<file path="src/rtl/spq_pkg.sv">
`timescale 1ns / 1ps
// ----------------------------------------------------------------------------
// spq_pkg: shared types and constants of the sorted priority queue
// Entry layout, the per-cycle command handed to every cell, and the
// ordering rule used by the cell compare.
// ----------------------------------------------------------------------------
package spq_pkg;

   // number of cells in the chain
   localparam int DEPTH = 64;
   // count register holds 0..DEPTH
   localparam int CNT_W = $clog2(DEPTH + 1);

   localparam int PRIO_W = 8;
   localparam int ARR_W  = 16;
   localparam int TAG_W  = 16;
   localparam int OCC_W  = 7;

   localparam logic MODE_INSERT = 1'b0;
   localparam logic MODE_REMOVE = 1'b1;

   typedef struct packed {
      logic [PRIO_W-1:0] prio;
      logic [ARR_W-1:0]  arr;
      logic [TAG_W-1:0]  tag;
   } spq_entry_type;

   // command broadcast to all cells for one accepted beat
   typedef struct packed {
      logic ins;
      logic rem;
   } spq_ctl_type;

   // true when entry a is served before stored entry b (ties go after)
   function automatic logic goes_before(spq_entry_type a, spq_entry_type b);
      logic res;
      if (a.prio != b.prio) begin
         res = (a.prio > b.prio);
      end else begin
         res = (a.arr < b.arr);
      end
      return res;
   endfunction

endpackage

</file>
<file path="src/rtl/spq_cell.sv">
`timescale 1ns / 1ps
// ----------------------------------------------------------------------------
// spq_cell: one slot of the sorted chain
// Holds one entry, compares it against the incoming entry, and on each
// command shifts toward the tail (insert) or the head (remove).
// ----------------------------------------------------------------------------
module spq_cell
   import spq_pkg::*;
(
   input  logic          clock,
   input  spq_ctl_type   ctl,
   input  logic          occupied,
   input  spq_entry_type new_entry,
   input  spq_entry_type left_entry,
   input  logic          left_before,
   input  spq_entry_type right_entry,
   output spq_entry_type entry_ff,
   output logic          lands
);

   spq_entry_type entry_in;

   // new entry lands at or ahead of this slot
   assign lands = !occupied || goes_before(new_entry, entry_ff);

   // slot update: take from the left neighbor, the new entry, or the right
   always_comb begin
      entry_in = entry_ff;
      if (ctl.ins && lands) begin
         entry_in = left_before ? left_entry : new_entry;
      end else if (ctl.rem) begin
         entry_in = right_entry;
      end
   end

   always_ff @(posedge clock) begin
      entry_ff <= entry_in;
   end

endmodule

</file>
<file path="config.mk">
export PLATFORM = sky130hd
export DESIGN_NAME = spq_cell
export DESIGN_NICKNAME = d
export VERILOG_FILES = /design/src/rtl/spq_pkg.sv /design/src/rtl/spq_cell.sv
export SDC_FILE = /design/constraint.sdc
export NUM_CORES = 1
export LEC_CHECK = 0
export BUFFER_PORTS_ARGS = -buffer_cell sky130_fd_sc_hd__buf_2
export CAP_MARGIN = 20
export CORE_MARGIN = 1.5
export CORE_UTILIZATION = 44
export DETAILED_ROUTE_END_ITERATION = 8
export GPL_ROUTABILITY_DRIVEN = 0
export GPL_TIMING_DRIVEN = 0
export HOLD_SLACK_MARGIN = 0.15
export PLACE_DENSITY = 0.91
export SKIP_CTS_REPAIR_TIMING = 1
export SYNTH_ARGS = -nofsm -noshare
export SYNTH_HDL_FRONTEND = slang
export SYNTH_SLANG_ARGS = --single-unit
</file>
<file path="constraint.sdc">
create_clock -name clock -period 3.7 [get_ports clock]
set_input_delay 0.74 -clock clock [delete_from_list [all_inputs] [get_ports clock]]
set_output_delay 0.74 -clock clock [all_outputs]
set_load 0.005 [all_outputs]
</file>
## After elaboration in Yosys (flattened, before gate mapping)

Cells that the tools add are included.

| storage, ports and cells | value |
|---|---|
| word-level logic and storage cells | 14 |
| register bits after elaboration | 40 |
| input bits | 125 |

| cells by class | value |
|---|---|
| equality and inequality tests | 1 |
| reduce and logical (&&, ||, !) cells | 4 |
| multiplexer cells | 4 |
| order comparisons | 2 |

Operator list:

| kind | number |
|---|---|
| $mux 40 | 3 |
| $lt 16x16->1 | 1 |
| $gt 8x8->1 | 1 |
| $ne 8x8->1 | 1 |
| $reduce_bool 2->1 | 1 |
| $logic_and 1x1->1 | 1 |
| $logic_not 1->1 | 1 |
| $logic_or 1x1->1 | 1 |
| $mux 1 | 1 |

## Longest topological paths before layout

Gate-level depths: netlist of run 1.

| depth | value |
|---|---|
| word-level depth | 5 |
| gate-level depth with buffers | 9 |
| depth with buffers taken out | 8 |

## Worst setup path before layout of run 1

No wires, ideal clock.

| timing | value |
|---|---|
| kind | input -> register |
| from | in new_entry[17] (netlist bit) |
| to | reg entry_ff[0] (netlist bit), enable pin |
| arrival | 2970 ps |
| required time | 3320 ps |
| stages on the path | 7 |
| slack | 350 ps |
| library setup time | 380 ps |
| cells stage by stage | ha_1 -> a2111oi_4 -> o41ai_1 -> or4b_4 -> a21boi_2 -> buf_6 -> or2_2 |

| between the ends | value |
|---|---|
| longest elaborated chain between the ends | 5 |

RTL lines:

| element | line | text |
|---|---|---|
| from (decl) | spq_cell.sv:13 | `input spq_entry_type new_entry,` |
| $lt 16x16->1 | spq_pkg.sv:40 | `res = (a.arr < b.arr);` |
| $mux 1 | spq_pkg.sv:37 | `if (a.prio != b.prio) begin` |
| $logic_or 1x1->1 | spq_cell.sv:24 | `assign lands = !occupied \|\| goes_before(new_entry, entry_ff);` |
| $logic_and 1x1->1 | spq_cell.sv:29 | `if (ctl.ins && lands) begin` |
| $reduce_bool 2->1 (no source line) | -- |  |
| to (signal assigned) | spq_cell.sv:37 | `entry_ff <= entry_in;` |
| to (decl) | spq_cell.sv:17 | `output spq_entry_type entry_ff,` |

No other way between the ends.
A chain may end at the register's enable or synchronous reset.

## Worst setup path after layout of run 1

| timing | value |
|---|---|
| from | in new_entry[37] (netlist bit) |
| to | reg entry_ff[23] (netlist bit), enable pin |

| between the ends | value |
|---|---|
| longest elaborated chain between the ends | 5 |

RTL lines:

| element | line |
|---|---|
| $gt 8x8->1 or $ne 8x8->1 (tied branches) | spq_pkg.sv:38, spq_pkg.sv:37 |
| $mux 1 * | spq_pkg.sv:37 |
| $logic_or 1x1->1 * | spq_cell.sv:24 |
| $logic_and 1x1->1 * | spq_cell.sv:29 |
| $reduce_bool 2->1 (no source line) * | -- |

Mark *: on every way between the ends. The rest lies on a longest branch, timed or not.

==> impl_metrics.csv, run 1 <==
group,metric,value,unit
layout,stdcell_count,460,
layout,n_fill_cell,506,
cts,cts.sinks,40,
grt,grt_start_max_net_pins,41,
floorplan,core,6030,um2
critical_path,timing.critical_path.required,3.62,ns
floorplan,num_rows,28,
cts,worst_skew_pair.late_latency,0.29,ns
timing,hold_violation_total_from_the_final_report,0,
grt,grt_antenna_before_repair,0,
timing,min_period_over_period,90.7,%
timing,tightest_slew,0.590,ns
grt,grt.total_usage,18.6,%
layout,top_register,"entry_ff",
hold_path,min_path_cells,2,
floorplan,die_w,82.8,um
critical_path,critical_path.reg2reg.endpoint,"entry_ff[23]",
layout,final_common_cell,"buf_2",
synthesis,yosysSeqAreaShare,42.9,%
detailed_routing,detailedRoute.firstIterationViolations,26,
timing,report.final.slew_viol_count,0,
critical_path,worst-r2r-setup-slack,0.51,ns
grt,grt_pass1_wl,9470,um
timing,timing.fmax,0.298,GHz
hold_path,timing.hold.worst.start,"right_entry[36]",
detailed_routing,route.antenna.remaining_nets,0,
job,max-cap-violations,0,
placement,numPlacedInstances,452,
placement,dp_slack,-0.316,ns
critical_path,cp_max_fo,40,
detailed_routing,detailroute.via_count,2266,
power_and_ir_drop,power_density,344,nW/um2
layout,largest_register_ff_count,40,
synthesis,avg_inst_size_synth,13.1,um2
synthesis,synth-seq-cells,40,
outcome,outcome,"completed",
synthesis,netlist_instances,213,
detailed_routing,drc,0,
cts,cts.root.buffer_cell,"clkbuf_8",
placement,hpwl,5280,um
synthesis,syn_nets,361,
cts,cts_tree,"done",
layout,final_core_utilization,63.4,%
floorplan,fp.dieArea,6850,um2
floorplan,initial_utilization,46.4,%
cts,clk_path_buf_depth,2,
layout,multi_input_area,1450,um2
power_and_ir_drop,worst_ir_drop_vdd,0.172,mV
layout,layout-drive-gt1-share,67.0,%
detailed_routing,finalWirelength,6430,um
synthesis,synth.cell_area,2800,um2
cts,htree_num_levels,2,
hold_path,worstHoldEndpoint,"entry_ff[36]",
critical_path,regToRegStartpoint,"entry_ff[37]",
power_and_ir_drop,power.leakage,1.82,nW
timing,totalNegativeSetupSlack,0,ns
critical_path,worst_r2r_path_depth,9,
floorplan,chipHeight,82.8,um
critical_path,crit_path_end_kind,"register",
layout,layout.area.seq,1200,um2
detailed_routing,route.detailed.vias_per_inst,4.93,
critical_path,worst-endpoint-arrival,3.28,ns
timing,worst_slack,0.343,ns
grt,grt-ovfl-total,0,
timing,skew,0.00806,ns
detailed_routing,dr.pass1.iters,4,
placement,placement.io_buffers,164,
critical_path,timing_worst_setup_path_type,"in -> reg",
timing,setup_viol,0,
synthesis,synth_warnings,0,
cts,cts.reportedPaths.clkPinSlew,0.08,ns
layout,layout-area-overhead-vs-synth,36.6,%
timing,period_minus_slack,3.36,ns
critical_path,crit_path_start_kind,"primary input",
layout,highest_count_cells_in_the_layout_ignoring_fill_and_taps,"buf_2 (164), mux2_2 (79), edfxtp_1 (40), inv_1 (24), ha_1 (23)",
cts,cts_inserted_buffers,5,
synthesis,yosys.cell_types.count,27,
detailed_routing,routed_wire_length_per_instance,14.0,um
hold_path,hold_class,"in -> reg",
floorplan,num_io_pins,166,
timing,rsz0062_at_grt,"false",
layout,antennaDiodeCount,0,
timing,worst_rel_slew_slack,60.6,%
grt,grt_pass1_vias,2220,
layout,fin_nets,532,
layout,top_regs,"entry_ff (40)",
## cell families after synthesis
family	after synthesis	synth area share, %
AOI/OAI and AO/OA	20	5.63
muxes	79	31.8
adders and majority gates	23	10.3
DFF	40	42.9
buffers and inverters	33	5.50
and+or+nand+nor	18	3.89
## worst max path at each step
stage          cells after the start      endpoint  slack, ns           from
6_report                           9  entry_ff[23]       0.34  new_entry[37]
5_1_grt                            9  entry_ff[21]       0.14  new_entry[37]
4_1_cts                            9  entry_ff[23]     -0.008  new_entry[37]
3_5_place_dp                       9  entry_ff[15]      -0.32  new_entry[37]
3_3_place_gp                       9  entry_ff[19]      -0.28  new_entry[37]
2_1_floorplan                      7   entry_ff[0]       0.35  new_entry[17]
## area by class of cell
type                    count  share of cell area (%)
plain buffers               9                    1.67
inverters                  24                    2.36
clock inverters             3                   0.982
flip-flops and latches     40                    31.4
repair buffers            164                    21.5
multi-input cells         140                    37.8
well taps                  75                    2.45
clock buffers               5                    1.80
## layer usage
layer | GRT usage (%) | up-vias | wire length [um]
met1 | 20.2 | 1030 | 2490
met5 | 0 | - | 0
li1 | - | 1137 | -
met4 | 4.00 | 0 | 51
met2 | 35.2 | 94 | 3390
met3 | 5.49 | 5 | 494
## critical path, stage by stage
cell	delay (ns)
buf_2	0.11
ha_1	0.29
nand4_1	0.12
nor2_1	0.25
o41ai_1	0.14
or4b_4	0.52
a21boi_2	0.37
buf_6	0.22
or2_4	0.51
## through the flow
step                      cell area, um2  hold slack [ns]  power, mW
after floorplan                     2800            0.960      0.821
after global placement              3710             1.04      0.968
after detailed placement            3710             1.04      0.986
after CTS                           3820            0.741       1.33
after global routing                3820            0.736       1.40
final                               3820            0.749       1.32
## synth_stat cells
cell type | instances | area (um2)
a2111oi_4 | 1 | 27.5
a211oi_1 | 3 | 22.5
a21boi_2 | 1 | 11.3
a21o_1 | 1 | 7.51
a21oi_1 | 4 | 20.0
a41oi_1 | 1 | 8.76
and3_1 | 1 | 6.26
and4_1 | 1 | 8.76
buf_6 | 4 | 45.0
clkbuf_1 | 5 | 18.8
edfxtp_1 | 40 | 1200
ha_1 | 23 | 288
inv_1 | 24 | 90.1
mux2_2 | 79 | 890
nand2_1 | 4 | 15.0
nand2b_4 | 1 | 13.8
nand3_1 | 1 | 5.00
nand4_1 | 3 | 18.8
nor2_1 | 4 | 15.0
nor2b_1 | 1 | 6.26
o211ai_1 | 1 | 7.51
o21a_1 | 1 | 7.51
o21ai_0 | 4 | 20.0
o21bai_1 | 1 | 7.51
o41ai_1 | 2 | 17.5
or2_2 | 1 | 6.26
or4b_4 | 1 | 13.8
## power by group
part / switching [mW] / total [mW] / leakage, nW / internal (mW)
clock network: 0.148 / 0.345 / 0.0532 / 0.197
registers: 0.0207 / 0.592 / 0.403 / 0.571
logic: 0.163 / 0.379 / 1.37 / 0.216
(Power assumes the default switching activity.)
==> run 2: changes to the inputs <==
Settings changed: CORE_MARGIN 1.5 to not set, PLACE_DENSITY 0.91 to 0.92.
==> run 2 against run 1 <==
Compared with the run above:
- flip-flop and latch count did not move
- sequential power is essentially flat
- cell count unchanged
- hold slack got worse by 0.0092 ns
- critical path depth unchanged
- wire length rose by 4.6%
- via count up 1.9%
- combinational power about the same
- critical endpoint is now entry_ff[27]
==> impl_metrics.csv, run 2 (synthesis gave the netlist of run 1 again) <==
group,metric,value,unit
job,max-cap-violations,0,
cts,clk_path_buf_depth,2,
cts,htree_num_levels,2,
layout,layout.area.seq,1200,um2
detailed_routing,dr.pass1.iters,4,
cts,cts_inserted_buffers,5,
floorplan,fp.dieArea,6680,um2
floorplan,chipHeight,81.8,um
detailed_routing,routed_wire_length_per_instance,14.6,um
floorplan,initial_utilization,46.4,%
cts,cts.sinks,40,
timing,setup_viol,0,
layout,antennaDiodeCount,0,
cts,worst_skew_pair.late_latency,0.29,ns
timing,holdWs,0.740,ns
timing,hold_violation_total_from_the_final_report,0,
critical_path,critical_path.slowest_cell,"or4b_4",
timing,min_period_over_period,90.8,%
critical_path,crit_path_start_kind,"primary input",
grt,grt_pass1_wl,10000,um
critical_path,timing.critical_path.required,3.63,ns
detailed_routing,route.antenna.remaining_nets,0,
timing,report.final.slew_viol_count,0,
grt,grt.total_usage,20.2,%
detailed_routing,detailroute.via_count,2309,
timing,tightest_slew,0.642,ns
timing,timing.fmax,0.298,GHz
grt,grt-ovfl-total,0,
layout,n_fill_cell,484,
layout,final_common_cell,"buf_2",
floorplan,num_rows,28,
layout,fin_area,3820,um2
critical_path,worst-endpoint-arrival,3.29,ns
power_and_ir_drop,worst_ir_drop_vdd,0.227,mV
cts,cts.root.buffer_cell,"clkbuf_8",
layout,largest_register_ff_count,40,
detailed_routing,drc,0,
placement,hpwl,5420,um
critical_path,crit_path_end_kind,"register",
power_and_ir_drop,power_density,348,nW/um2
layout,fin_nets,532,
cts,cts.reportedPaths.clkPinSlew,0.08,ns
timing,worst_rel_slew_slack,57.2,%
floorplan,die_w,81.8,um
cts,cts_tree,"done",
power_and_ir_drop,power.leakage,1.82,nW
detailed_routing,detailedRoute.firstIterationViolations,49,
critical_path,max_stage_delay,0.52,ns
layout,layout-drive-gt1-share,67.3,%
outcome,outcome,"completed",
floorplan,core,6030,um2
timing,period_minus_slack,3.36,ns
timing,skew,0.00950,ns
layout,highest_count_cells_in_the_layout_ignoring_fill_and_taps,"buf_2 (164), mux2_2 (79), edfxtp_1 (40), inv_1 (24), ha_1 (23)",
detailed_routing,finalWirelength,6730,um
layout,top_register,"entry_ff",
critical_path,cp_max_fo,40,
grt,grt_antenna_before_repair,0,
layout,top_regs,"entry_ff (40)",
critical_path,timing.critical_path.cells,"buf_2, ha_1, nand4_1, nor2_1, o41ai_1, or4b_4, a21boi_2, buf_6, or2_4",
hold_path,hold_class,"in -> reg",
layout,multi_input_area,1450,um2
grt,grt_pass1_vias,2361,
placement,placement.io_buffers,164,
grt,grt_start_max_net_pins,41,
layout,layout-area-overhead-vs-synth,36.6,%
critical_path,timing_worst_setup_path_type,"in -> reg",
detailed_routing,route.detailed.vias_per_inst,5.02,
timing,rsz0062_at_grt,"false",
layout,final_core_utilization,63.5,%
power_and_ir_drop,design_power_total,1.33,mW
timing,totalNegativeSetupSlack,0,ns
floorplan,num_io_pins,166,
placement,placed_cell_area,3710,um2
==> run 2: path summary, 6_finish.rpt <==
check                                    start           end  slack, ns  cells after the start
worst max register to register    entry_ff[37]  entry_ff[27]       0.51                      9
worst min register to register    entry_ff[31]  entry_ff[39]       1.19                      5
worst min-delay path            right_entry[6]   entry_ff[6]       0.74                      2
worst max-delay path             new_entry[37]  entry_ff[27]       0.34                      9
==> run 2: stage by stage <==
stage               cells  setup slack, ns
finish                460            0.341
global route          460            0.172
CTS                   460          -0.0184
detailed placement    452           -0.324
global placement      452           -0.306
floorplan             213            0.350
==> run 2: critical path, delay by kind of cell <==
| kind | cells | cell delay, ns |
|---|---|---|
| AND/OR/NAND/NOR | 4 | 1.38 |
| AO/OA/AOI/OAI | 2 | 0.50 |
| buffers and inverters | 2 | 0.32 |
| adder cells (fa/ha/maj) | 1 | 0.31 |
==> run 2: layout make-up <==
cell class                 instances  area share (%)
inverter                          24            2.36
timing repair buffer             164            21.5
clock buffer                       6            1.90
multi-input combinational        140            37.8
sequential                        40            31.4
buffer                             9            1.67
clock inverter                     2           0.916
tap                               75            2.45
==> run 2: metal layers <==
metal  wire length, um  track usage [%]  vias up
li1                  -                -     1140
met1              2560             21.5     1052
met2              3570             37.5      106
met3               479             5.44       11
met4               112             7.72        0
met5                 0                0        -
==> run 2: power by group <==
| part | switching, mW | leakage (nW) | total (mW) | internal [mW] |
|---|---|---|---|---|
| combinational | 0.163 | 1.37 | 0.380 | 0.217 |
| clock | 0.159 | 0.0552 | 0.359 | 0.200 |
| sequential | 0.0217 | 0.403 | 0.593 | 0.571 |
==> run 3: changes to the inputs <==
Settings changed: CORE_UTILIZATION 44 to 40, PLACE_DENSITY 0.92 to 0.89.
Clock period 3.7 ns to 2.7 ns, I/O delays scaled along.
==> run 3 against run 2 <==
Compared with the run above:
- the run now ends with setup timing left
- wire length up 14%
- die area up 9.8%
- clock power up 11%
- hold slack worse by 0.20 ns
- global-route usage down 2.1 points
- core utilization up 0.12 points
- clock skew up 0.0017 ns
- power up 42%
- highest routed layer unchanged
==> impl_metrics.csv, run 3 (synthesis gave the netlist of run 1 again) <==
group,metric,value,unit
critical_path,cp_max_fo,5,
outcome,outcome,"complete, but fails checks",
floorplan,chipHeight,85.7,um
timing,timing.fmax,0.360,GHz
critical_path,crit_path_start_kind,"register",
layout,layout-drive-gt1-share,73.0,%
layout,layout.area.seq,1200,um2
floorplan,num_io_pins,166,
timing,setup_viol,39,
timing,totalNegativeSetupSlack,-2.28,ns
detailed_routing,drc,0,
placement,hpwl,5410,um
grt,grt_start_max_net_pins,41,
floorplan,initial_utilization,41.2,%
layout,multi_input_area,1780,um2
detailed_routing,route.detailed.vias_per_inst,4.88,
grt,grt_antenna_before_repair,0,
critical_path,timing_worst_setup_path_type,"reg -> reg",
floorplan,fp.dieArea,7340,um2
layout,fin_nets,548,
detailed_routing,route.antenna.remaining_nets,0,
timing,period_minus_slack,2.78,ns
cts,cts_tree,"done",
cts,cts.reportedPaths.clkPinSlew,0.09,ns
timing,rsz0062_at_grt,"true",
timing,hold_violation_total_from_the_final_report,0,
layout,final_common_cell,"buf_2",
power_and_ir_drop,power_density,439,nW/um2
job,max-cap-violations,0,
grt,grt.total_usage,18.1,%
critical_path,max_stage_delay,0.52,ns
layout,layout-area-overhead-vs-synth,54.3,%
cts,clk_path_buf_depth,2,
timing,tightest_slew,0.674,ns
layout,highest_count_cells_in_the_layout_ignoring_fill_and_taps,"buf_2 (164), mux2_2 (50), edfxtp_1 (40), mux2_4 (29), inv_1 (22)",
cts,worst_skew_pair.late_latency,0.30,ns
floorplan,num_rows,30,
cts,cts.sinks,40,
grt,grt-ovfl-total,0,
cts,cts_inserted_buffers,5,
outcome,failed_checks,"setup timing",
layout,largest_register_ff_count,40,
grt,grt_pass1_vias,2307,
power_and_ir_drop,worst_ir_drop_vdd,0.229,mV
detailed_routing,routed_wire_length_per_instance,15.4,um
timing,worst_rel_slew_slack,55.1,%
layout,top_register,"entry_ff",
critical_path,crit_path_end_kind,"register",
cts,cts.root.buffer_cell,"clkbuf_8",
layout,stdcell_count,496,
critical_path,timing.critical_path.required,2.74,ns
grt,grt_pass1_wl,10300,um
layout,top_regs,"entry_ff (40)",
layout,antennaDiodeCount,0,
power_and_ir_drop,power.leakage,2.04,nW
critical_path,worst-r2r-setup-slack,-0.08,ns
critical_path,critical_path.slowest_cell,"or4b_4",
floorplan,core,6790,um2
timing,skew,0.0112,ns
placement,placement.io_buffers,164,
detailed_routing,finalWirelength,7660,um
hold_path,hold_class,"in -> reg",
timing,report.final.slew_viol_count,0,
layout,n_fill_cell,567,
critical_path,timing.critical_path.cells,"inv_2, ha_4, nand4_1, nor2_4, o41ai_2, or4b_4, a21boi_4, buf_6, buf_12, mux2_2",
timing,worst_slack,-0.0816,ns
floorplan,die_w,85.7,um
detailed_routing,detailroute.via_count,2419,
layout,final_core_utilization,63.6,%
detailed_routing,detailedRoute.firstIterationViolations,85,
detailed_routing,dr.pass1.iters,4,
placement,numPlacedInstances,473,
timing,min_period_over_period,103,%
cts,htree_num_levels,2,
critical_path,worst-endpoint-arrival,2.82,ns
==> run 3: changes by cell type in the layout (fill, tap and decap cells not counted), moves of 2 or more <==
cell and delta:
mux2_4 +29, buf_8 +2, ha_4 +10, o41ai_2 +2, mux2_2 -29, inv_2 +2
inv_1 -2, clkbuf_16 +3, or2_4 +7, ha_1 -10, o41ai_1 -2, buf_12 +2
==> run 3: power by group <==
group | switching [mW] | internal [mW] | total, mW
registers | 0.0294 | 0.782 | 0.811
clock network | 0.222 | 0.175 | 0.398
logic | 0.282 | 0.406 | 0.688
total | 0.534 | 1.36 | 1.90
==> run 3: worst max-delay path: cells and delay by family, from the launching register on <==
kind,cells,cell delay (ns)
simple gates,3,0.86
flops,1,0.37
compound gates,2,0.36
mux,1,0.33
buf+inv,3,0.33
fa+ha+maj,1,0.26
==> run 3: layout make-up <==
| class | count | share of cell area, % |
|---|---|---|
| sequential | 40 | 27.8 |
| buffer | 9 | 2.06 |
| multi-input combinational | 147 | 41.3 |
| tap | 96 | 2.78 |
| clock inverter | 2 | 0.290 |
| clock buffer | 5 | 1.59 |
| inverter | 24 | 2.09 |
| timing repair buffer | 173 | 22.1 |
==> run 3: through the flow <==
| step | hold slack, ns | area (um2) | setup WS, ns | total power [mW] |
|---|---|---|---|---|
| finish | 0.537 | 4320 | -0.0816 | 1.90 |
| global route | 0.529 | 4320 | -0.179 | 1.99 |
| CTS | 0.534 | 3940 | -0.461 | 1.77 |
| detailed placement | 0.845 | 3850 | -0.720 | 1.38 |
| global placement | 0.841 | 3850 | -0.695 | 1.36 |
| floorplan | 0.760 | 2910 | -0.105 | 1.15 |
==> run 3: per-layer routing <==
metal	global-route usage (%)	routed length [um]	share of wire, %	vias up
met1	19.9	3100	40	1116
met2	34.3	3980	52	101
met5	0	0	0	-
li1	-	-	-	1184
met4	6.06	172	2.2	0
met3	3.95	408	5.3	18
==> run 3: final timing paths <==
path,start,endpoint,cells after the start
setup reg to reg,entry_ff[38],entry_ff[27],10
hold / removal,right_entry[28],entry_ff[28],2
setup / recovery,entry_ff[38],entry_ff[27],10
hold reg to reg,entry_ff[31],entry_ff[39],6
